===== src/rtl/aar_pkg.sv =====
`timescale 1ns / 1ps
package aar_pkg;

	// working format: 30 fraction bits
	localparam int WORK_FB = 30;
	// square-root cells: two radicand bits each, 32 root bits
	localparam int SQ_N = 32;
	// divider cells: one quotient bit each, quotient below 2^31
	localparam int DV_N = 31;
	// CORDIC start value, gain compensation 0.6072529350
	localparam logic signed [32:0] GAIN_INIT = 33'sd652032874;

	localparam logic [31:0] ATAN_TURNS [32] = '{
		32'h20000000, 32'h12E4051E, 32'h09FB385B, 32'h051111D4,
		32'h028B0D43, 32'h0145D7E1, 32'h00A2F61E, 32'h00517C55,
		32'h0028BE53, 32'h00145F2F, 32'h000A2F98, 32'h000517CC,
		32'h00028BE6, 32'h000145F3, 32'h0000A2FA, 32'h0000517D,
		32'h000028BE, 32'h0000145F, 32'h00000A30, 32'h00000518,
		32'h0000028C, 32'h00000146, 32'h000000A3, 32'h00000051,
		32'h00000029, 32'h00000014, 32'h0000000A, 32'h00000005,
		32'h00000003, 32'h00000001, 32'h00000001, 32'h00000000
	};

	typedef logic [2:0][31:0] rem3_t;
	typedef logic [2:0][30:0] quot3_t;
	typedef logic [8:0][15:0] mat_t;

	// side data of one item while the root and quotients form
	typedef struct packed {
		logic            zero;
		logic [2:0]      neg;
		logic [2:0][15:0] mag;
	} side_t;

	// control bundle handed to the matrix stages
	typedef struct packed {
		logic       vld;
		logic       zero;
		logic [2:0] neg;
	} mctl_t;

endpackage


===== src/rtl/aar_cordic_cell.sv =====
`timescale 1ns / 1ps
module aar_cordic_cell #(
	parameter int IDX = 0
) (
	input  logic               clk,
	input  logic signed [32:0] x,
	input  logic signed [32:0] y,
	input  logic signed [33:0] z,
	input  logic               flip,
	output logic signed [32:0] x_q,
	output logic signed [32:0] y_q,
	output logic signed [33:0] z_q,
	output logic               flip_q
);

	localparam logic signed [33:0] ANG = 34'(aar_pkg::ATAN_TURNS[IDX]);

	logic signed [32:0] dx;
	logic signed [32:0] dy;

	always_comb begin
		dx = y >>> IDX;
		dy = x >>> IDX;
	end

	// rotate toward zero residual angle
	always_ff @(posedge clk) begin
		flip_q <= flip;
		if (!z[33]) begin
			x_q <= x - dx;
			y_q <= y + dy;
			z_q <= z - ANG;
		end else begin
			x_q <= x + dx;
			y_q <= y - dy;
			z_q <= z + ANG;
		end
	end

endmodule


===== config.mk =====
export PLATFORM = sky130hd
export DESIGN_NAME = aar_cordic_cell
export DESIGN_NICKNAME = d
export VERILOG_FILES = /design/src/rtl/aar_pkg.sv /design/src/rtl/aar_cordic_cell.sv
export SDC_FILE = /design/constraint.sdc
export NUM_CORES = 1
export LEC_CHECK = 0
export ABC_AREA = 1
export BUFFER_PORTS_ARGS = -buffer_cell sky130_fd_sc_hd__buf_2
export CAP_MARGIN = 10
export CORE_MARGIN = 4
export CORE_UTILIZATION = 45
export DETAILED_ROUTE_END_ITERATION = 7
export PLACE_DENSITY_LB_ADDON = 0.12
export SLEW_MARGIN = 5
export SYNTH_ARGS = -nofsm -noshare
export SYNTH_HDL_FRONTEND = slang
export SYNTH_SLANG_ARGS = --single-unit

===== constraint.sdc =====
create_clock -name clk -period 2.28 [get_ports clk]
set_clock_uncertainty 0.2 [all_clocks]
set_input_delay 0 -clock clk [delete_from_list [all_inputs] [get_ports clk]]
set_output_delay 0 -clock clk [all_outputs]
set_load 0.01 [all_outputs]

==> results by stage <==
Synth:
- For this run, asynchronously set or reset flops after synthesis account for 0%.
- The count of yosys warnings during synthesis is 0.
- The largest total area in the synthesized netlist belongs to sky130_fd_sc_hd__nand2_1.
- The synthesized net count is 1890.
- The share of synthesized area occupied by flip-flops and latches is 20.69%.
- The synthesized netlist occupies a cell area of 0.009674 sq mm.
- The number of synthesized register bits is 100.
- The dominant register cell in the synthesized netlist is sky130_fd_sc_hd__dfxtp_1.
- The number of enable flip-flop cells after synthesis is 0.
- The average instance in the mapped netlist occupies 5.758 sq um.
- In the post-synthesis netlist, the biggest area contributors are sky130_fd_sc_hd__nand2_1 (23%), sky130_fd_sc_hd__dfxtp_1 (21%), sky130_fd_sc_hd__ha_1 (13%).
- The share of synthesized area in the top cell type comes to 22.58%.
- The synthesized instance count is 1680.
- The number of unique standard cell types used by synthesis is 32.

Route:
- The first detailed-routing pass ran for 6 iterations.
- The post-detailed-route via-to-cell ratio is 4.973.
- The average wire length per cell after detail routing is 15.53 microns.
- Wires add up to 34.91 mm.
- For this run, design rule violations remaining after detail routing come to 0.
- For this block, the initial DRC count from the detailed router was 882.
- The number of vias in the routed layout is 11180.
- Once detail routing completed, the nets flagged for antenna violations numbered 0.

Final layout:
- The share of final-layout standard cells stronger than drive strength 1 is 16.07%.
- The final non-filler cell total is 2248.
- Compared with the post-synthesis result, the final layout area differs by 25.78%.
- The net count reported at finish is 2178.
- In the layout the commonest cells are sky130_fd_sc_hd__nand2_1 (572), sky130_fd_sc_hd__inv_1 (318), sky130_fd_sc_hd__buf_2 (202).
- Leaving out fill and tap cells, the most frequent cell in the layout is sky130_fd_sc_hd__nand2_1.
- 0 antenna diodes ended up in the layout.

Timing:
- The count of endpoints failing setup in the final report is 0.
- The clock period minus worst slack is 2.140 ns.
- Setup slack closes at 0.1395 ns.
- At the pin with the least slew margin, the transition time is 0.7036 ns.
- For this run, the top clock speed supported by timing is 0.4672 GHz.
- The final critical path takes up 93.88% of the cycle.
- The worst slew slack as a fraction of its limit is 53.09%.
- The hold violation count in the final report is 0.
- The final max-slew violation count is 0.
- Setup repair after global routing could not meet its margin everywhere.

Flow run:
- The tool flagged a number of max-cap violations equal to 0.

Place:
- Before CTS, the worst setup slack after placement is 0.1102 ns.
- The detailed placement HPWL is 29.09 mm.
- In this run, placement finished with an instance count of 2184.
- The number of buffers inserted by port buffering is 202.
- The congestion estimate from routability-driven global placement came to 0.9975.

Clock tree:
- Counting the buffers created by CTS gives 9.
- The CTS tree is built.
- The H-tree generated during clock tree synthesis spans 3 levels.
- The tree built by TritonCTS fans out to 100 sinks.
- No sink is reached through more buffers than the 2 on the longest clock path.
- Clock tree synthesis selected as its root buffer the cell sky130_fd_sc_hd__clkbuf_16.
- The clock edge transition at the registers on the reported setup and hold paths is 0.07 ns.

Setup path:
- The endpoint arrival time on the critical path is 2.19 ns.
- The start point of the critical path is x[1].
- In this run the worst path has a maximum fanout of 5.
- For the worst setup path, the data required time is 2.33 ns.
- The number of buffer and inverter stages on the critical path is 2.
- STA classifies the critical path startpoint as an input pin.
- Counting stages on the worst path, the most repeated cell is sky130_fd_sc_hd__nand2_1.
- STA classifies the critical path endpoint as a flip-flop.
- The longest individual stage delay on the worst path is 0.53 ns.
- Traced cell by cell, the critical path runs through dlygate4sd3_1 > buf_2 > fa_1 > nand2_1 > nand2_1 > nand3_1 > nand2_1 > nand2_1 > nand2_1 > nand2_1 > nand2_1 > nand2_1 > nand2_1 > nand2_1 > nand2_1.
- The category of cells accounting for the largest share of critical-path delay is simple AND/OR/NAND/NOR gates.
- The classification of the worst setup path is input pin to flip-flop.
- The master of the slowest instance on the critical path is sky130_fd_sc_hd__dlygate4sd3_1.
- The number of stages on the worst setup path is 15.

Die:
- Pin placement for this block handled 203 I/O pins.
- The effective utilization at floorplan is 45.88%.
- The die is 154.6 microns wide.
- The die covers 0.02391 sq mm.
- The area of the core is 0.02109 sq mm.
- The floorplan has 53 rows.
- The floorplan step set the die height to 154.6 microns.

Status:
- The flow ran to the end, and the final reports show no timing, DRC or antenna violations.

GRT:
- The largest net degree at the start of global routing is 62.
- Global routing finished with a remaining overflow of 0.
- The initial antenna violation count is 0.
- The global routing usage summed across all routing layers is 28.33%.
- The first global-routing pass estimated 54.17 mm of wire.
- The number of global-route vias before repair came to 10494.

Power:
- The part of the total power dissipated in sequential elements is 31.7%.
- For this design the ratio of total power to cell area is 536.1 mW/mm^2.
- The net switching fraction of the power is 39.80%.
- The net switching power of the design is 2.596 mW.
- The worst supply voltage drop on vdd is 0.0003924 V.
- The clock network fraction of total power is 25.1%.
- In this run, the combinational gates consume 43.2% of the power.
- For this design the static power due to leakage is 7.173 nW.
- Cell internal power was estimated by the tool at 3.927 mW.

Worst hold path:
- The cell count of the worst hold path is 5.
- The hold path startpoint is y[1].
- The path class of the lowest-slack min-delay path is input pin to flip-flop.
==> sequential cells by signal (all words and copies together) (netlist names) <==
name / cells
flip_q: 1
x_q: 33
y_q: 32
z_q: 34
==> worst min-delay path, cell delays in order <==
cell and delay [ns]:
sky130_fd_sc_hd__buf_2 0.09, sky130_fd_sc_hd__buf_4 0.14, sky130_fd_sc_hd__fa_1 0.18, sky130_fd_sc_hd__nand2_1 0.05, sky130_fd_sc_hd__o21ai_0 0.07
==> power groups by stage <==
stage / clock (mW) / combinational (mW) / sequential [mW]
floorplan: 0 / 1.47 / 2.24
global placement: 0 / 2.66 / 2.10
detailed placement: 0 / 2.67 / 2.11
CTS: 1.66 / 2.76 / 2.07
global route: 1.73 / 3.13 / 2.09
finish: 1.64 / 2.82 / 2.07
==> stage by stage <==
step	hold slack [ns]	power, mW	util [%]	setup TNS [ns]	cell area (sq um)
after floorplan	-0.1723	3.712	-	0	9674
after global placement	-0.09706	4.767	53.74	0	11330
after detailed placement	-0.09574	4.784	53.74	0	11330
after CTS	0.01018	6.498	57.40	0	12100
after global routing	0.07563	6.957	57.70	-0.02711	12170
final	0.01054	6.523	57.70	0	12170
==> area by class of cell <==
class | instances | area, sq um
Fill cell | 2188 | 8920
Tap cell | 275 | 344.1
Clock inverter | 6 | 71.32
Clock buffer | 10 | 229.0
Sequential cell | 100 | 2002
Timing Repair Buffer | 320 | 2039
Inverter | 320 | 1201
Multi-Input combinational cell | 1217 | 6281
==> kinds of logic after synthesis <==
group / share of synthesized area (%)
adder cells (fa/ha/maj): 14.28
multiplexers: 0.1035
flip-flops: 20.69
XOR/XNOR: 2.354
AND/OR/NAND/NOR: 38.15
buffers and inverters: 14.96
AO/OA/AOI/OAI: 9.454
==> what timing repair did <==
item / in CTS / in global routing
endpoints found under the setup margin: 0 / 34
endpoints found under the hold margin: 44 / 0
hold buffers: 47 / 0
resized for setup: 0 / 19
setup buffers: 0 / 1
==> path summary, 6_finish.rpt <==
check,end,slack [ns]
max,x_q[32],0.14
min,x_q[1],0.01
==> metal layers <==
| metal | routed length, microns | track usage, % |
|---|---|---|
| met1 | 16340 | 39.73 |
| met2 | 14970 | 45.74 |
| met3 | 2766 | 4.561 |
| met4 | 829 | 6.602 |
| met5 | 0 | 0 |
==> Yosys cell counts, drive strengths merged, types with 7 or more instances <==
library cell / number
a21oi: 73
and2: 7
buf: 36
clkbuf: 7
dfxtp: 100
ha: 104
inv: 320
nand2: 584
nand3: 145
nand4: 13
nor2: 155
o21ai: 65
o21bai: 15
o22ai: 8
xor2: 26
No activity file was read; power rests on OpenSTA's default activity.
