===== src/rtl/aar_sqrt_cell.sv =====
`timescale 1ns / 1ps
module aar_sqrt_cell (
	input  logic        clk,
	input  logic [63:0] rad,
	input  logic [33:0] rem,
	input  logic [31:0] root,
	output logic [63:0] rad_q,
	output logic [33:0] rem_q,
	output logic [31:0] root_q
);

	logic [35:0] rem2;
	logic [35:0] trial;
	logic        ge;

	// bring down two radicand bits and try the next root bit
	always_comb begin
		rem2  = {rem, rad[63:62]};
		trial = {2'b00, root, 2'b01};
		ge    = (rem2 >= trial);
	end

	always_ff @(posedge clk) begin
		rad_q  <= {rad[61:0], 2'b00};
		rem_q  <= ge ? 34'(rem2 - trial) : rem2[33:0];
		root_q <= {root[30:0], ge};
	end

endmodule


===== config.mk =====
export PLATFORM = sky130hd
export DESIGN_NAME = aar_sqrt_cell
export DESIGN_NICKNAME = d
export VERILOG_FILES = /design/src/rtl/aar_sqrt_cell.sv
export SDC_FILE = /design/constraint.sdc
export NUM_CORES = 1
export LEC_CHECK = 0
export BUFFER_PORTS_ARGS = -buffer_cell sky130_fd_sc_hd__buf_2
export CORE_ASPECT_RATIO = 1.25
export CORE_MARGIN = 2
export CORE_UTILIZATION = 32
export CTS_CLUSTER_SIZE = 30
export DETAILED_ROUTE_END_ITERATION = 12
export GPL_TIMING_DRIVEN = 0
export PLACE_DENSITY = 0.69
export SLEW_MARGIN = 25
export SYNTH_ARGS = -nofsm -noshare
export SYNTH_HDL_FRONTEND = slang
export SYNTH_SLANG_ARGS = --single-unit

===== constraint.sdc =====
create_clock -name clk -period 8.8 [get_ports clk]
set_input_delay 2.2 -clock clk [delete_from_list [all_inputs] [get_ports clk]]
set_output_delay 2.2 -clock clk [all_outputs]
set_load 0.005 [all_outputs]

==> results.json, run 1 <==
{
  "dr.pass1.iters": 5,
  "tns_ns": 0,
  "cts_setup_buffers": 0,
  "grt_pass1_vias": 4344,
  "die_w_um": 116,
  "die_area_mm2": 0.0168,
  "synth_common_cells": "128 x dfxtp_1, 58 x nand2_1, 42 x inv_1",
  "synth_top_cell_area_share_pct": 50.9,
  "worstPathArrival_ns": 4.71,
  "drt-total-wl_mm": 13.9,
  "p_leak_nw": 3.64,
  "synth_edf_count": 0,
  "yosysTopAreaCell": "dfxtp_1",
  "path_buf_inv": 3,
  "cts_resized": 0,
  "setup_viol": 0,
  "start_util_pct": 32.5,
  "synth_seq_area_share_pct": 50.9,
  "cp_top_family": "compound AO/OA/AOI/OAI gates",
  "max_slew_margin_pct": 61.7,
  "slowest_delay_ns": 0.34,
  "drive_gt1_share_pct": 40.5,
  "period_needed_ns": 4.43,
  "power_density_mw_per_mm2": 232,
  "htreeDepth": 4,
  "cp-end-kind": "flip-flop",
  "ys_ff_latch": 128,
  "grt_antenna_before_repair": 3,
  "ant_nets": 0,
  "ys.flop_type": "dfxtp_1",
  "drt_iter0_drc": 110,
  "grt_start_max_net_pins": 17,
  "fin_ws_ns": 4.37,
  "postCtsHoldBufs": 0,
  "vias": 4601,
  "postPlaceCellArea_mm2": 0.00659,
  "vdd.ir_drop.worst_uv": 128,
  "synth_area_mm2": 0.00503,
  "worst_hold_path_type": "in -> reg",
  "gp_congestion": 0.829,
  "wire_per_inst_um": 13.7,
  "globalRouteTotalUtil_pct": 16.0,
  "slew_viol_final": 0,
  "clk_path_buf_depth": 2,
  "postLayoutCellArea_mm2": 0.00723,
  "dpl.hpwl_mm": 11.3,
  "viasPerCell": 4.55,
  "place_ws_ns": 3.93,
  "cts_buffers": 17,
  "root_buffer": "clkbuf_16",
  "synth.area.top_cells": "dfxtp_1 51%, ha_1 8.5%, nand2_1 4.3%",
  "cts_tree": "built",
  "design.core.area_mm2": 0.0155,
  "finalCritPeriodShare_pct": 50.3,
  "stdcell_count": 1012,
  "synth.most_common_cell": "dfxtp_1",
  "clock_sink_count": 128,
  "rsz0062_at_grt": "no",
  "required_ns": 9.08,
  "status": "complete, no violations",
  "path_max_fanout": 10,
  "fin_util_pct": 46.6,
  "nNetsFinal": 950,
  "yosysWarningCount": 0,
  "area_growth_pct": 43.7,
  "synthArstFlopShare_pct": 0,
  "clk_pin_slew_worst_paths_ns": 0.06,
  "syn_avg_cell_area_um2": 9.93,
  "drcViolationCount": 0,
  "fmax_mhz": 226,
  "setup.worst_path.class": "in -> reg",
  "grt_pass1_wl_mm": 20.4,
  "rows": 51,
  "placed_cells": 978,
  "grt-ovfl-total": 0,
  "synth_cell_types": 62,
  "worst_pin_slew_ns": 0.568,
  "cp-start-kind": "input port",
  "final-hold-violation-count": 0,
  "path_cells": "buf_2 > ha_1 > nor2b_1 > o31a_1 > o21ai_0 > o211ai_1 > a211oi_1 > o21a_1 > buf_6 > buf_2 > o21ai_0",
  "crit_slowest_cell": "ha_1",
  "numPortBuffers": 258,
  "io_pins": 261,
  "syn_inst": 507,
  "drv_cap": 0,
  "die_h_um": 144
}
-- stage by stage --
stage	hold WS [ns]	power (W)
after global placement	2.30	0.000945
after floorplan	2.23	0.000821
after detailed placement	2.30	0.000949
after global routing	1.86	0.00176
after CTS	1.87	0.00170
final	1.89	0.00168
-- power by group --
group / total (W) / internal (W) / switching [W]
registers: 0.000649 / 0.000637 / 0.0000119
logic: 0.000285 / 0.000134 / 0.000152
clock network: 0.000741 / 0.000477 / 0.000263
-- layout make-up --
cell class                 instances  area [µm²]
clock buffer                      17         425
antenna                            3        7.51
inverter                          43         163
fill                            1515        8270
buffer                            16        95.1
clock inverter                    14         205
timing repair buffer             258        1290
multi-input combinational        321        2220
tap                              212         265
sequential                       128        2560
-- flip-flops by register name (all words and copies together) (netlist names) --
register  count
rem_q        34
root_q       32
rad_q        62
-- layout by cell type (no fill, tap or decap), types with 4 or more instances in the layout --
cell type    n
clkinv_4     4
xnor2_1     14
dfxtp_1    128
a21oi_1     28
clkbuf_16   17
nand2b_1     5
nor2_1      18
o21ai_1      4
nand3_1      6
nand4_1      6
bufinv_16    4
inv_6        4
ha_1        34
a31oi_1      4
nand2_1     58
buf_2      264
mux2i_1      4
o21ai_0     41
clkbuf_1     4
a21o_1      19
xor2_1      13
inv_1       42
o31ai_1      4
nor3_1      10
-- worst paths after layout --
path  slack (ns)  cells after the start     from         to
max         4.37                     11   rem[0]  rem_q[23]
min         1.89                      1  rad[12]  rad_q[14]
-- cell families (layout without fill, tap and decap cells) --
group,count (synthesis),in the layout,share of synthesized area (%)
adders and majority gates,34,34,8.45
xor gates and xnor gates,27,27,4.70
DFF,128,128,50.9
other,1,5,0.0745
and+or+nand+nor,120,120,11.1
buffers and inverters,59,348,5.12
muxes,5,5,1.09
AOI/OAI and AO/OA,133,133,18.5
-- layer usage --
layer | vias up | track usage, % | routed length (µm)
met5 | - | 0 | 0
met1 | 2065 | 15.5 | 5020
met3 | 20 | 5.99 | 1250
li1 | 2310 | - | -
met4 | 0 | 7.71 | 311
met2 | 206 | 29.7 | 7310
(Power assumes the default switching activity.)
==> run 2: changes to the inputs <==
--- a/config.mk
+++ b/config.mk
@@ -5,6 +5,7 @@
 export SDC_FILE = /design/constraint.sdc
 export NUM_CORES = 1
 export LEC_CHECK = 0
+export ABC_AREA = 1
 export BUFFER_PORTS_ARGS = -buffer_cell sky130_fd_sc_hd__buf_2
 export CORE_ASPECT_RATIO = 1.25
 export CORE_MARGIN = 2
@@ -12,7 +13,7 @@
 export CTS_CLUSTER_SIZE = 30
 export DETAILED_ROUTE_END_ITERATION = 12
 export GPL_TIMING_DRIVEN = 0
-export PLACE_DENSITY = 0.69
+export PLACE_DENSITY = 0.67
 export SLEW_MARGIN = 25
 export SYNTH_ARGS = -nofsm -noshare
 export SYNTH_HDL_FRONTEND = slang
==> constraint.sdc (replaced) <==
create_clock -name clk -period 4.6 [get_ports clk]
set_input_delay 1.15 -clock clk [delete_from_list [all_inputs] [get_ports clk]]
set_output_delay 1.15 -clock clk [all_outputs]
set_load 0.005 [all_outputs]
==> run 2 against run 1 <==
Against the previous run: die area rose by 11%; via count up 20%; synthesized area grew 12%; power up 87%; final area increased by 7.4%; synthesized cell count grew 53%; clock power grew 75%; worst hold slack got worse by 1.1 ns; sequential power increased by 91%; critical endpoint is now rem_q[29].
==> results.json, run 2 <==
{
  "status": "complete, no violations",
  "reg.largest.list": "rad_q (62), rem_q (34), root_q (32)",
  "crit_slowest_cell": "o21ai_0",
  "grt_antenna_before_repair": 1,
  "globalRouteTotalUtil_pct": 18.8,
  "yosysTopAreaCell": "dfxtp_1",
  "path_max_fanout": 4,
  "grt_pass1_wl_mm": 26.7,
  "worst_pin_slew_ns": 0.901,
  "synth_area_mm2": 0.00562,
  "start_util_pct": 32.5,
  "finalCritPeriodShare_pct": 65.4,
  "final-hold-violation-count": 0,
  "drcViolationCount": 0,
  "dr.pass1.iters": 5,
  "drt_iter0_drc": 182,
  "multi_input_area_mm2": 0.00246,
  "cts_tree": "built",
  "io_pins": 261,
  "ys.flop_type": "dfxtp_1",
  "fill_cells": 1798,
  "cpMostUsedCell": "nand2_1",
  "power_density_mw_per_mm2": 403,
  "hold_depth": 1,
  "cp_top_family": "simple AND/OR/NAND/NOR gates",
  "rsz0062_at_grt": "no",
  "synth_top_cell_area_share_pct": 45.6,
  "synth.most_common_cell": "nand2_1",
  "syn_avg_cell_area_um2": 7.25,
  "die_area_mm2": 0.0186,
  "clk_pin_slew_worst_paths_ns": 0.06,
  "path_cells": "buf_2 > inv_1 > ha_1 > nand2_1 > nor2_1 > nand2_1 > o21ai_0 > nand2_1 > nand2_1 > nand2_1 > nand3_1 > nand2_1",
  "synth_seq_area_share_pct": 45.6,
  "p_leak_nw": 4.47,
  "grt_start_max_net_pins": 17,
  "worstPathArrival_ns": 3.33,
  "worst_hold_path_type": "in -> reg",
  "path_depth": 12,
  "synth_common_cells": "288 x nand2_1, 139 x inv_1, 128 x dfxtp_1",
  "clk_path_buf_depth": 2,
  "drv_cap": 0,
  "syn_inst": 775,
  "vdd.ir_drop.worst_uv": 248,
  "required_ns": 4.92,
  "area_growth_pct": 38.3,
  "dpl.hpwl_mm": 14.5,
  "gp_congestion": 0.964,
  "largest_reg_flops": 62,
  "fin_ws_ns": 1.59,
  "seqCellArea_mm2": 0.00256,
  "die_h_um": 152,
  "wire_per_inst_um": 13.4,
  "synth_cell_types": 25,
  "path_buf_inv": 2,
  "numPortBuffers": 258,
  "cts_setup_buffers": 0,
  "ant_nets": 0,
  "vias": 5534,
  "synthArstFlopShare_pct": 0,
  "slew_viol_final": 0,
  "max_slew_margin_pct": 39.3,
  "fmax_mhz": 332,
  "cp-start-kind": "input port",
  "period_needed_ns": 3.01,
  "slowest_delay_ns": 0.72,
  "yosysWarningCount": 0,
  "drt-total-wl_mm": 17.2,
  "die_w_um": 122,
  "drive_gt1_share_pct": 29.3,
  "synth.area.top_cells": "dfxtp_1 46%, nand2_1 19%, inv_1 9.3%",
  "grt_pass1_vias": 5501,
  "setup.worst_path.class": "in -> reg",
  "synth_edf_count": 0,
  "htreeDepth": 4,
  "final_common_cell": "nand2_1",
  "ys_ff_latch": 128,
  "cts_resized": 0,
  "rows": 54,
  "nNetsFinal": 1218,
  "cts_buffers": 17,
  "viasPerCell": 4.29,
  "cp-end-kind": "flip-flop",
  "tns_ns": 0,
  "grt-ovfl-total": 0,
  "clock_sink_count": 128,
  "root_buffer": "clkbuf_16",
  "postCtsHoldBufs": 0,
  "largest_register": "rad_q",
  "layout_common_cells": "288 x nand2_1, 258 x buf_2, 139 x inv_1",
  "design.core.area_mm2": 0.0173,
  "place_ws_ns": 1.20,
  "setup_viol": 0
}
## run 2: cell count changes in the layout (fill, tap and decap cells not counted), sizes merged, moves of 11 or more
cell / change
o21ai: -33
inv: +102
nand3: +33
nor2: +39
a21o: -20
nand2: +233
xnor2: -11
## run 2: final timing paths
kind	startpoint	endpoint	slack [ns]
worst max-delay path	root[6]	rem_q[29]	1.59
worst min-delay path	rad[44]	rad_q[46]	0.83
## run 2: power breakdown
part / total, W / switching [W] / internal, W
registers: 0.00124 / 0.0000219 / 0.00121
logic: 0.000587 / 0.000343 / 0.000244
clock network: 0.00130 / 0.000543 / 0.000761
## run 2: layout make-up
| cell class | instances | share of cell area [%] |
|---|---|---|
| buffer | 8 | 0.918 |
| multi-input combinational | 500 | 31.6 |
| clock inverter | 14 | 1.87 |
| sequential | 128 | 33.0 |
| timing repair buffer | 258 | 16.6 |
| clock buffer | 18 | 5.52 |
| inverter | 140 | 6.80 |
| tap | 224 | 3.61 |
| antenna | 1 | 0.0322 |
## run 2: per-stage QoR
stage	total power, W	cell area, µm²	utilization (%)	instances	hold slack (ns)
after floorplan	0.00159	5620	-	776	1.18
after global placement	0.00185	7190	41.6	1258	1.25
after detailed placement	0.00186	7190	41.6	1258	1.25
after CTS	0.00318	7770	44.9	1290	0.804
after global routing	0.00330	7770	44.9	1291	0.806
final	0.00313	7770	44.9	1291	0.825
## run 2: kinds of logic (layout without fill, tap and decap cells)
| logic type | count (synthesis) | count (layout) | synth area share [%] |
|---|---|---|---|
| XOR/XNOR | 18 | 18 | 2.81 |
| adder cells (fa/ha/maj) | 34 | 34 | 7.57 |
| other | 1 | 3 | 0.0668 |
| AO/OA/AOI/OAI | 42 | 42 | 3.94 |
| AND/OR/NAND/NOR | 404 | 404 | 29.3 |
| flip-flops | 128 | 128 | 45.6 |
| buffers and inverters | 148 | 438 | 10.7 |
## run 2: per-layer routing
metal  routed length, µm  GRT usage, %  vias up
met1                5970          17.7     2397
li1                    -             -     2894
met2                9580          37.6      221
met3                1350          5.03       22
met4                 346          6.35        0
met5                   0             0        -
