--- src/rtl/aar_pkg.sv ---
`timescale 1ns / 1ps
package aar_pkg;

	// working format: 30 fraction bits
	localparam int WORK_FB = 30;
	// square-root cells: two radicand bits each, 32 root bits
	localparam int SQ_N = 32;
	// divider cells: one quotient bit each, quotient below 2^31
	localparam int DV_N = 31;
	// CORDIC start value, gain compensation 0.6072529350
	localparam logic signed [32:0] GAIN_INIT = 33'sd652032874;

	localparam logic [31:0] ATAN_TURNS [32] = '{
		32'h20000000, 32'h12E4051E, 32'h09FB385B, 32'h051111D4,
		32'h028B0D43, 32'h0145D7E1, 32'h00A2F61E, 32'h00517C55,
		32'h0028BE53, 32'h00145F2F, 32'h000A2F98, 32'h000517CC,
		32'h00028BE6, 32'h000145F3, 32'h0000A2FA, 32'h0000517D,
		32'h000028BE, 32'h0000145F, 32'h00000A30, 32'h00000518,
		32'h0000028C, 32'h00000146, 32'h000000A3, 32'h00000051,
		32'h00000029, 32'h00000014, 32'h0000000A, 32'h00000005,
		32'h00000003, 32'h00000001, 32'h00000001, 32'h00000000
	};

	typedef logic [2:0][31:0] rem3_t;
	typedef logic [2:0][30:0] quot3_t;
	typedef logic [8:0][15:0] mat_t;

	// side data of one item while the root and quotients form
	typedef struct packed {
		logic            zero;
		logic [2:0]      neg;
		logic [2:0][15:0] mag;
	} side_t;

	// control bundle handed to the matrix stages
	typedef struct packed {
		logic       vld;
		logic       zero;
		logic [2:0] neg;
	} mctl_t;

endpackage

--- src/rtl/aar_div_cell.sv ---
`timescale 1ns / 1ps
module aar_div_cell (
	input  logic                 clk,
	input  logic [31:0]          root,
	input  aar_pkg::rem3_t       rem,
	input  aar_pkg::quot3_t      quot,
	output logic [31:0]          root_q,
	output aar_pkg::rem3_t       rem_q,
	output aar_pkg::quot3_t      quot_q
);

	logic [2:0][32:0] rem2;
	logic [2:0]       ge;

	// one restoring step per lane; dividend bits below are all zero
	always_comb begin
		for (int i = 0; i < 3; i++) begin
			rem2[i] = {rem[i], 1'b0};
			ge[i]   = (rem2[i] >= {1'b0, root});
		end
	end

	always_ff @(posedge clk) begin
		root_q <= root;
		for (int i = 0; i < 3; i++) begin
			rem_q[i]  <= ge[i] ? 32'(rem2[i] - {1'b0, root}) : rem2[i][31:0];
			quot_q[i] <= {quot[i][29:0], ge[i]};
		end
	end

endmodule

--- config.mk ---
export PLATFORM = sky130hd
export DESIGN_NAME = aar_div_cell
export DESIGN_NICKNAME = d
export VERILOG_FILES = /design/src/rtl/aar_pkg.sv /design/src/rtl/aar_div_cell.sv
export SDC_FILE = /design/constraint.sdc
export NUM_CORES = 1
export LEC_CHECK = 0
export ABC_CLOCK_PERIOD_IN_PS = 4940
export BUFFER_PORTS_ARGS = -buffer_cell sky130_fd_sc_hd__buf_2
export CORE_AREA = 2 2 171 173
export CTS_CLUSTER_SIZE = 25
export DETAILED_ROUTE_END_ITERATION = 8
export DIE_AREA = 0 0 173 175
export PLACE_DENSITY = 0.78
export RECOVER_POWER = 50
export SLEW_MARGIN = 20
export SYNTH_ARGS = -nofsm -noshare
export SYNTH_HDL_FRONTEND = slang
export SYNTH_SLANG_ARGS = --single-unit
--- constraint.sdc ---
create_clock -name clk -period 4.94 [get_ports clk]
set_clock_uncertainty 0.15 [all_clocks]
set_input_delay 1.235 -clock clk [delete_from_list [all_inputs] [get_ports clk]]
set_output_delay 1.235 -clock clk [all_outputs]
set_load 0.02 [all_outputs]
==> qor.txt, run 1 <==
CTS Root Cell = clkbuf_16
Final hold violation count = 0
DRT iter0 DRCs = 504
Sink Count = 221
CP endpoint = rem_q[70]
CP max stage cell = nor4b_4
CP required = 5190 ps
First-pass GRT wire length = 56,000 µm
Largest net degree at the start of global routing = 35
Die H = 175 µm
Drt via density = 5.16
Crit-path max cell delay = 470 ps
#FFs+latches synth = 221
Worst setup EP type = register
Gr ovfl total = 0
Hold_buf cts = 0
Commonest non-fill, non-tap cell in the layout = buf_2
Gate count of the mapped netlist = 1,216
CTS buffer count = 24
Worst path cell trace = clkbuf_1, inv_1, ha_1, nor2b_1, o31ai_2, a2111oi_2, nor4b_4, o21ai_1, o41ai_2, o21ba_2, buf_4, o21ai_0
Area grow syn2layout = 29.9%
Measured slew at the worst slew-check pin = 600 ps
Max Root-Sink Buffers = 3
Library cells used by synthesis = 80
Worst-path clk slew = 60 ps
Total of max-cap violations = 0
Vias in the first global route = 10.4k
Layout cells sized above 1 = 0.244
Setup Total Neg Slack = 0 ps
Core Area = 0.0284 mm²
Drt wl/cell = 18.2 µm
Slew margin rel. = 0.595
EDFF count, synth = 0
IO buf count = 439
Worst Setup SP = root[1]
Post-Synthesis Net Count = 1,537
Initial antenna violation count = 5
Min cycle time layout = 4380 ps
Total track usage = 0.234
DRC = 0
Hold WC Path Type = in2reg
Fmax = 228 MHz
Kind of critical path = in2reg
Routed WL = 37,500 µm
Critical path peak fanout = 17
Unrepaired setup endpoints after global routing = false
Setup crit start kind = primary input
Sequential fraction of the synthesis area = 0.408
Ports = 443
Crit share post-route = 0.887
Synthesized cell area = 0.0109 mm²
Post-CTS Resized = 0
Die X = 173 µm
P_leak = 6.57 nW
Arr. time, crit path = 4630 ps
Async S/R FF share, synth = 0
Die Footprint = 0.0303 mm²
TritonCTS clock tree = yes
Mean Syn Cell Area = 8.92 µm²
Max Transition Viols Final = 0
Nets@finish = 1,977
Status = finished, final reports clean
Synth Warn # = 0
Routability cong. = 0.922
Post-synth top flop = dfxtp_1
H-Tree Depth = 1
WHS Path Cells = 1
Setup Fix Bufs, Post-CTS = 0
Post-place setup slack = 338 ps
Power per standard cell area = 380 mW/mm²
Fillers = 2,721
Routed Antenna Nets = 0
Site row count = 62
Final setup viols = 0
Max IR drop VDD = 0.203 mV
Most frequent cells in the layout = buf_2 (322), dfxtp_1 (221), nand2_1 (151), o21ai_0 (138), clkbuf_1 (120)
Worst setup margin = 557 ps
Vias after detailed routing = 10.6k
DR pass1 iterations = 6
Initial core utilization = 0.382
Post-DP HPWL = 30,800 µm
[sequential cells by signal (all words and copies together) (netlist names)]
signal	cells
rem_q	96
root_q	32
quot_q	93
[worst max-delay path, delay by kind of cell]
kind | cells | cell delay (ps)
buffers and inverters | 3 | 870
and+or+nand+nor | 2 | 620
adders and majority gates | 1 | 360
AOI/OAI and AO/OA | 6 | 1530
[cells by family (layout without fill, tap and decap cells)]
group                    count (synthesis)  after routing  share of synthesized area
AND/OR/NAND/NOR                        341            341                      0.152
flip-flops                             221            221                      0.408
adder cells (fa/ha/maj)                 99             99                      0.116
other                                    0              4                          0
multiplexers                             2              2                    0.00208
AO/OA/AOI/OAI                          375            375                      0.219
XOR/XNOR                                77             77                     0.0621
buffers and inverters                  101            558                     0.0407
[worst min-delay path by stage]
stage | startpoint | end
after floorplan | quot[9] | quot_q[10]
after global placement | quot[66] | quot_q[67]
after detailed placement | quot[75] | quot_q[76]
after CTS | quot[24] | quot_q[25]
after global routing | quot[14] | quot_q[15]
final | quot[50] | quot_q[51]
[final cells by class]
type,instances,area (µm²),share of cell area
Antenna cell,4,10.0,0.000710
Clock buffer,32,682,0.0484
Clock inverter,11,85.1,0.00604
Inverter,58,218,0.0154
Multi-Input combinational cell,894,5990,0.425
Sequential cell,221,4420,0.314
Tap cell,384,480,0.0341
Timing Repair Buffer,457,2210,0.157
[routing by layer]
layer  GRT usage  wire (µm)
met1       0.246      13800
met2       0.460      20100
met3      0.0437       2290
met4      0.0879       1260
met5           0         13
[where the power goes]
group          total [mW]  leakage [nW]  switching (mW)  internal [mW]
Clock                1.75         0.375           0.761          0.984
Combinational        1.55          4.33           0.987          0.558
Sequential           2.07          1.86          0.0638           2.01
[synthesized netlist by cell type, types with 6 or more instances]
cell type | count | share of area
a21oi_1 | 90 | 0.042
inv_1 | 57 | 0.020
nand4_1 | 24 | 0.014
and3_1 | 6 | 0.0035
nor4_1 | 7 | 0.0040
o21a_1 | 10 | 0.0069
o21bai_1 | 17 | 0.012
buf_2 | 13 | 0.0060
nor2b_1 | 17 | 0.0098
a211oi_1 | 6 | 0.0042
or2_2 | 6 | 0.0035
xnor2_1 | 41 | 0.033
nand2b_1 | 14 | 0.0081
nor2_1 | 52 | 0.018
clkbuf_1 | 18 | 0.0062
a21o_1 | 44 | 0.030
xor2_1 | 36 | 0.029
nor3_1 | 20 | 0.0092
dfxtp_1 | 221 | 0.41
o21ai_0 | 138 | 0.064
ha_1 | 96 | 0.11
nand3_1 | 16 | 0.0074
a31oi_1 | 10 | 0.0058
nand2_1 | 151 | 0.052
[per-stage QoR]
stage / total power, mW / util / hold slack [ps] / cells / area (µm²)
global placement: 3.65 / 0.474 / 1190 / 2014 / 13500
CTS: 5.42 / 0.501 / 646 / 2057 / 14200
floorplan: 3.11 / - / 1110 / 1216 / 10900
finish: 5.36 / 0.496 / 657 / 2061 / 14100
detailed placement: 3.67 / 0.474 / 1190 / 2014 / 13500
global route: 5.63 / 0.496 / 637 / 2060 / 14100
Note: power is estimated with default switching activity, not from simulation.
==> run 2: changes to the inputs <==
--- a/config.mk
+++ b/config.mk
@@ -7,11 +7,13 @@
 export LEC_CHECK = 0
 export ABC_CLOCK_PERIOD_IN_PS = 4940
 export BUFFER_PORTS_ARGS = -buffer_cell sky130_fd_sc_hd__buf_2
-export CORE_AREA = 2 2 171 173
+export CELL_PAD_IN_SITES_DETAIL_PLACEMENT = 0
+export CELL_PAD_IN_SITES_GLOBAL_PLACEMENT = 1
+export CORE_MARGIN = 2
+export CORE_UTILIZATION = 35
 export CTS_CLUSTER_SIZE = 25
 export DETAILED_ROUTE_END_ITERATION = 8
-export DIE_AREA = 0 0 173 175
-export PLACE_DENSITY = 0.78
+export PLACE_DENSITY = 0.92
 export RECOVER_POWER = 50
 export SLEW_MARGIN = 20
 export SYNTH_ARGS = -nofsm -noshare
==> qor.txt, run 2 (synthesis gave the netlist of run 1 again) <==
CTS buffer count = 25 (was 24)
Core Area = 0.0306 mm² (was 0.0284 mm²)
Routed WL = 36,500 µm (was 37,500 µm)
Pwr Total = 5.51 mW (was 5.36 mW)
Setup Fix Bufs, Post-CTS = 0 (unchanged)
DR pass1 iterations = 5 (was 6)
Status = finished, final reports clean (unchanged)
Met1 global-route usage = 0.219 (was 0.246)
Psw = 1.81 mW (about the same)
CTS Root Cell = clkbuf_16 (unchanged)
Global Route met2 Usage = 0.412 (was 0.460)
Vias in the first global route = 10.3k (was 10.4k)
Gr ovfl total = 0 (unchanged)
GRT busiest layer = met2 (unchanged)
Total of max-cap violations = 0 (unchanged)
Routed Antenna Nets = 0 (unchanged)
CP max stage cell = o311ai_0 (was nor4b_4)
Sw Share = 0.329 (was 0.338)
Max IR drop VDD = 0.220 mV (was 0.203 mV)
Commonest non-fill, non-tap cell in the layout = buf_2 (unchanged)
Total track usage = 0.213 (was 0.234)
Worst setup EP type = register (unchanged)
Vias after detailed routing = 10.5k (was 10.6k)
Sink Count = 221 (unchanged)
Hold_buf cts = 0 (unchanged)
Hold WC Path Type = in2reg (unchanged)
Unrepaired setup endpoints after global routing = false (unchanged)
Worst-path clk slew = 60 ps (about the same)
Min cycle time layout = 4310 ps (was 4380 ps)
Post-DP HPWL = 30,200 µm (was 30,800 µm)
Die Footprint = 0.0324 mm² (was 0.0303 mm²)
Initial antenna violation count = 7 (was 5)
DRT iter0 DRCs = 392 (was 504)
Die H = 180 µm (was 175 µm)
Ports = 443 (unchanged)
TritonCTS clock tree = yes (unchanged)
Kind of critical path = in2reg (unchanged)
Critical path peak fanout = 5 (was 17)
Die X = 180 µm (was 173 µm)
Worst path cell trace = clkbuf_1, inv_1, ha_1, nor2b_1, o21bai_1, nand2_1, o311ai_0, nand2b_1, a211oi_2, a211oi_1, o21a_1, o31ai_2 (was clkbuf_1, inv_1, ha_1, nor2b_1, o31ai_2, a2111oi_2, nor4b_4, o21ai_1, o41ai_2, o21ba_2, buf_4, o21ai_0)
Power per standard cell area = 389 mW/mm² (was 380 mW/mm²)
IO buf count = 439 (unchanged)
Post-CTS Resized = 0 (unchanged)
Crit-path max cell delay = 650 ps (was 470 ps)
H-Tree Depth = 1 (unchanged)
Final hold violation count = 0 (unchanged)
Drt wl/cell = 17.6 µm (was 18.2 µm)
Largest register FFs = 96 (unchanged)
CP required = 5230 ps (was 5190 ps)
Fmax = 232 MHz (was 228 MHz)
First-pass GRT wire length = 54,600 µm (was 56,000 µm)
Clock group share of total power = 0.347 (was 0.325)
Site row count = 64 (was 62)
Combinational Power Share = 0.278 (was 0.288)
Layout cells sized above 1 = 0.244 (about the same)
Setup crit start kind = primary input (unchanged)
Nets@finish = 1,973 (was 1,977)
Most frequent cells in the layout = buf_2 (322), dfxtp_1 (221), nand2_1 (151), o21ai_0 (138), clkbuf_1 (120) (unchanged)
Arr. time, crit path = 4600 ps (was 4630 ps)
DRC = 0 (unchanged)
Top reg by flops = rem_q (unchanged)
Top Registers = rem_q x96, quot_q x93, root_q x32 (unchanged)
Setup Total Neg Slack = 0 ps (unchanged)
Initial core utilization = 0.355 (was 0.382)
Routability cong. = 0.933 (was 0.922)
Met3 usage in global routing = 0.0437 (about the same)
Slew margin rel. = 0.358 (was 0.595)
Area grow syn2layout = 30.5% (was 29.9%)
Max Root-Sink Buffers = 3 (unchanged)
Largest net degree at the start of global routing = 37 (was 35)
Seq pwr share = 0.375 (was 0.386)
Measured slew at the worst slew-check pin = 952 ps (was 600 ps)
Drt via density = 5.06 (was 5.16)
Power Internal = 3.70 mW (was 3.55 mW)
Final setup viols = 0 (unchanged)
Max Transition Viols Final = 0 (unchanged)
Crit share post-route = 0.873 (was 0.887)
P_leak = 6.58 nW (was 6.57 nW)
## run 2: cell count changes in the layout (fill, tap and decap cells not counted), sizes merged
cell,before,now
buf,341,335
clkbuf,148,151
bufinv,0,2
clkinv,4,3
diode,4,5
## run 2: path summary, 6_finish.rpt
path	startpoint	endpoint	slack, ps	depth (start not counted)
hold / removal	quot[41]	quot_q[42]	650	1
setup / recovery	root[1]	rem_q[61]	630	12
## run 2: area by class of cell
type | instances | area (µm²)
Fill cell | 3078 | 16400
Multi-Input combinational cell | 894 | 5990
Sequential cell | 221 | 4420
Timing Repair Buffer | 452 | 2160
Clock buffer | 34 | 719
Tap cell | 396 | 495
Inverter | 58 | 218
Clock inverter | 12 | 140
Antenna cell | 5 | 12.5
## run 2: critical path, delay by kind of cell
kind	cells	cell delay, ps
buffers and inverters	2	520
adder cells (fa/ha/maj)	1	340
AO/OA/AOI/OAI	6	1920
AND/OR/NAND/NOR	3	560
## run 2: power groups by stage
| stage | Sequential, mW | Combinational [mW] | Clock, mW |
|---|---|---|---|
| 6_report | 2.07 | 1.53 | 1.91 |
| 5_1_grt | 2.09 | 1.67 | 2.04 |
| 4_1_cts | 2.07 | 1.57 | 1.96 |
| 3_5_place_dp | 2.10 | 1.56 | 0 |
| 3_3_place_gp | 2.10 | 1.54 | 0 |
| 2_1_floorplan | 2.39 | 0.717 | 0 |
## run 2: per-stage QoR
| stage | setup slack (ps) | utilization | instances | hold slack [ps] | area [µm²] |
|---|---|---|---|---|---|
| after floorplan | 1110 | - | 1216 | 1110 | 10900 |
| after global placement | 479 | 0.439 | 2021 | 1190 | 13400 |
| after detailed placement | 492 | 0.439 | 2021 | 1190 | 13400 |
| after CTS | 1030 | 0.467 | 2067 | 624 | 14300 |
| after global routing | 510 | 0.463 | 2071 | 619 | 14200 |
| final | 628 | 0.463 | 2072 | 649 | 14200 |
## run 2: routing by layer
layer,part of all wire,vias up
met5,0.00066,-
met4,0.043,4
met3,0.064,94
met2,0.52,395
met1,0.37,4802
li1,-,5193
==> run 3: changes to the inputs <==
--- a/config.mk
+++ b/config.mk
@@ -10,10 +10,10 @@
 export CELL_PAD_IN_SITES_DETAIL_PLACEMENT = 0
 export CELL_PAD_IN_SITES_GLOBAL_PLACEMENT = 1
 export CORE_MARGIN = 2
-export CORE_UTILIZATION = 35
-export CTS_CLUSTER_SIZE = 25
+export CORE_UTILIZATION = 25
+export CTS_CLUSTER_SIZE = 30
 export DETAILED_ROUTE_END_ITERATION = 8
-export PLACE_DENSITY = 0.92
+export PLACE_DENSITY = 0.73
 export RECOVER_POWER = 50
 export SLEW_MARGIN = 20
 export SYNTH_ARGS = -nofsm -noshare
==> qor.txt, run 3 (synthesis gave the netlist of run 1 again) <==
Met3 usage in global routing = 0.0388 (was 0.0437)
Initial core utilization = 0.252 (was 0.355)
Setup Fix Bufs, Post-CTS = 0 (unchanged)
Power Internal = 3.69 mW (was 3.70 mW)
Die X = 212 µm (was 180 µm)
Critical path peak fanout = 29 (was 5)
Worst-path clk slew = 60 ps (about the same)
Routed WL = 40,400 µm (was 36,500 µm)
Final instance area = 0.0145 mm² (was 0.0142 mm²)
CTS buffer count = 26 (was 25)
Drt via density = 4.61 (was 5.06)
Max IR drop VDD = 0.252 mV (was 0.220 mV)
Global Route met2 Usage = 0.336 (was 0.412)
First-pass GRT wire length = 58,300 µm (was 54,600 µm)
Largest register FFs = 96 (unchanged)
Worst setup margin = 671 ps (was 628 ps)
Ports = 443 (unchanged)
Post-DP HPWL = 34,000 µm (was 30,200 µm)
Die H = 212 µm (was 180 µm)
Clock group share of total power = 0.347 (about the same)
Drt wl/cell = 17.7 µm (was 17.6 µm)
DRC = 0 (unchanged)
Psw = 1.87 mW (was 1.81 mW)
DR pass1 iterations = 5 (unchanged)
Routability cong. = 0.863 (was 0.933)
Top reg by flops = rem_q (unchanged)
P_leak = 6.65 nW (was 6.58 nW)
Routed Antenna Nets = 0 (unchanged)
Placed Area = 0.0138 mm² (was 0.0134 mm²)
Largest net degree at the start of global routing = 39 (was 37)
Final hold violation count = 0 (unchanged)
Fillers = 4,646 (was 3,078)
Min cycle time layout = 4270 ps (was 4310 ps)
Worst setup EP type = register (unchanged)
Core Area = 0.0430 mm² (was 0.0306 mm²)
Kind of critical path = in2reg (unchanged)
Most frequent cells in the layout = buf_2 (320), dfxtp_1 (221), nand2_1 (151), o21ai_0 (138), clkbuf_1 (123) (was buf_2 (322), dfxtp_1 (221), nand2_1 (151), o21ai_0 (138), clkbuf_1 (120))
Top Registers = rem_q x96, quot_q x93, root_q x32 (unchanged)
Post-layout util = 0.338 (was 0.463)
Power per standard cell area = 384 mW/mm² (was 389 mW/mm²)
Hold WC Path Type = in2reg (unchanged)
Area grow syn2layout = 33.7% (was 30.5%)
Max Root-Sink Buffers = 3 (unchanged)
Post-CTS Resized = 0 (unchanged)
Commonest non-fill, non-tap cell in the layout = buf_2 (unchanged)
Vias after detailed routing = 10.5k (about the same)
Final setup viols = 0 (unchanged)
Initial antenna violation count = 12 (was 7)
Slew margin rel. = 0.598 (was 0.358)
Sink Count = 221 (unchanged)
Measured slew at the worst slew-check pin = 603 ps (was 952 ps)
Unrepaired setup endpoints after global routing = false (unchanged)
Seq pwr share = 0.371 (was 0.375)
TritonCTS clock tree = yes (unchanged)
GRT busiest layer = met2 (unchanged)
CP required = 5210 ps (was 5230 ps)
IO buf count = 439 (unchanged)
CTS Root Cell = clkbuf_16 (unchanged)
Total track usage = 0.171 (was 0.213)
Met1 global-route usage = 0.173 (was 0.219)
Gr ovfl total = 0 (unchanged)
Total of max-cap violations = 0 (unchanged)
Setup crit start kind = primary input (unchanged)
Vias in the first global route = 10.4k (was 10.3k)
Status = finished, final reports clean (unchanged)
Layout cells sized above 1 = 0.249 (was 0.244)
Max Transition Viols Final = 0 (unchanged)
Fmax = 234 MHz (was 232 MHz)
Die Footprint = 0.0451 mm² (was 0.0324 mm²)
Nets@finish = 1,987 (was 1,973)
DRT iter0 DRCs = 547 (was 392)
Site row count = 76 (was 64)
Combinational Power Share = 0.282 (was 0.278)
Setup Total Neg Slack = 0 ps (unchanged)
Post-place setup slack = 375 ps (was 492 ps)
Arr. time, crit path = 4540 ps (was 4600 ps)
Hold_buf cts = 0 (unchanged)
H-Tree Depth = 1 (unchanged)
Sw Share = 0.336 (was 0.329)
Crit share post-route = 0.864 (was 0.873)
-- run 3: cell count changes in the layout (fill, tap and decap cells not counted), sizes merged --
cell | previous run | this run
clkinv | 3 | 7
buf | 335 | 346
-- run 3: through the flow --
stage	cells	hold WS, ps	power [mW]
after global placement	2223	1190	3.70
after CTS	2271	594	5.68
final	2276	635	5.57
after detailed placement	2223	1190	3.71
after floorplan	1216	1110	3.11
after global routing	2271	602	5.88
-- run 3: layout make-up --
type	count	area (µm²)	share of cell area
clock inverters	16	176	0.0122
diodes	5	12.5	0.000862
flip-flops and latches	221	4420	0.305
multi-input cells	894	5990	0.413
inverters	58	218	0.0150
well taps	585	732	0.0504
repair buffers	465	2270	0.156
clock buffers	32	693	0.0478
-- run 3: critical path, stage by stage --
cell and delay (ps):
clkbuf_1 350, inv_1 200, ha_1 350, nor2b_1 150
o31ai_2 390, a2111oi_2 180, nor4b_4 500, o21ai_1 160
o41ai_2 290, o21ba_2 270, buf_4 310, o21ai_0 140
-- run 3: worst paths after layout --
| check | from | to | slack, ps | depth (start not counted) |
|---|---|---|---|---|
| worst min-delay path | quot[48] | quot_q[49] | 640 | 1 |
| worst max-delay path | root[1] | rem_q[67] | 670 | 12 |
-- run 3: power by group through the flow --
stage / Sequential, mW / Combinational (mW) / Clock (mW)
detailed placement: 2.10 / 1.61 / 0
global placement: 2.10 / 1.60 / 0
floorplan: 2.39 / 0.717 / 0
global route: 2.09 / 1.72 / 2.08
CTS: 2.07 / 1.61 / 2.00
finish: 2.07 / 1.57 / 1.93
-- run 3: metal layers --
| layer | vias to the layer above | part of all wire |
|---|---|---|
| li1 | 5226 | - |
| met1 | 4858 | 0.37 |
| met2 | 306 | 0.53 |
| met3 | 79 | 0.062 |
| met4 | 12 | 0.037 |
| met5 | - | 0.0022 |
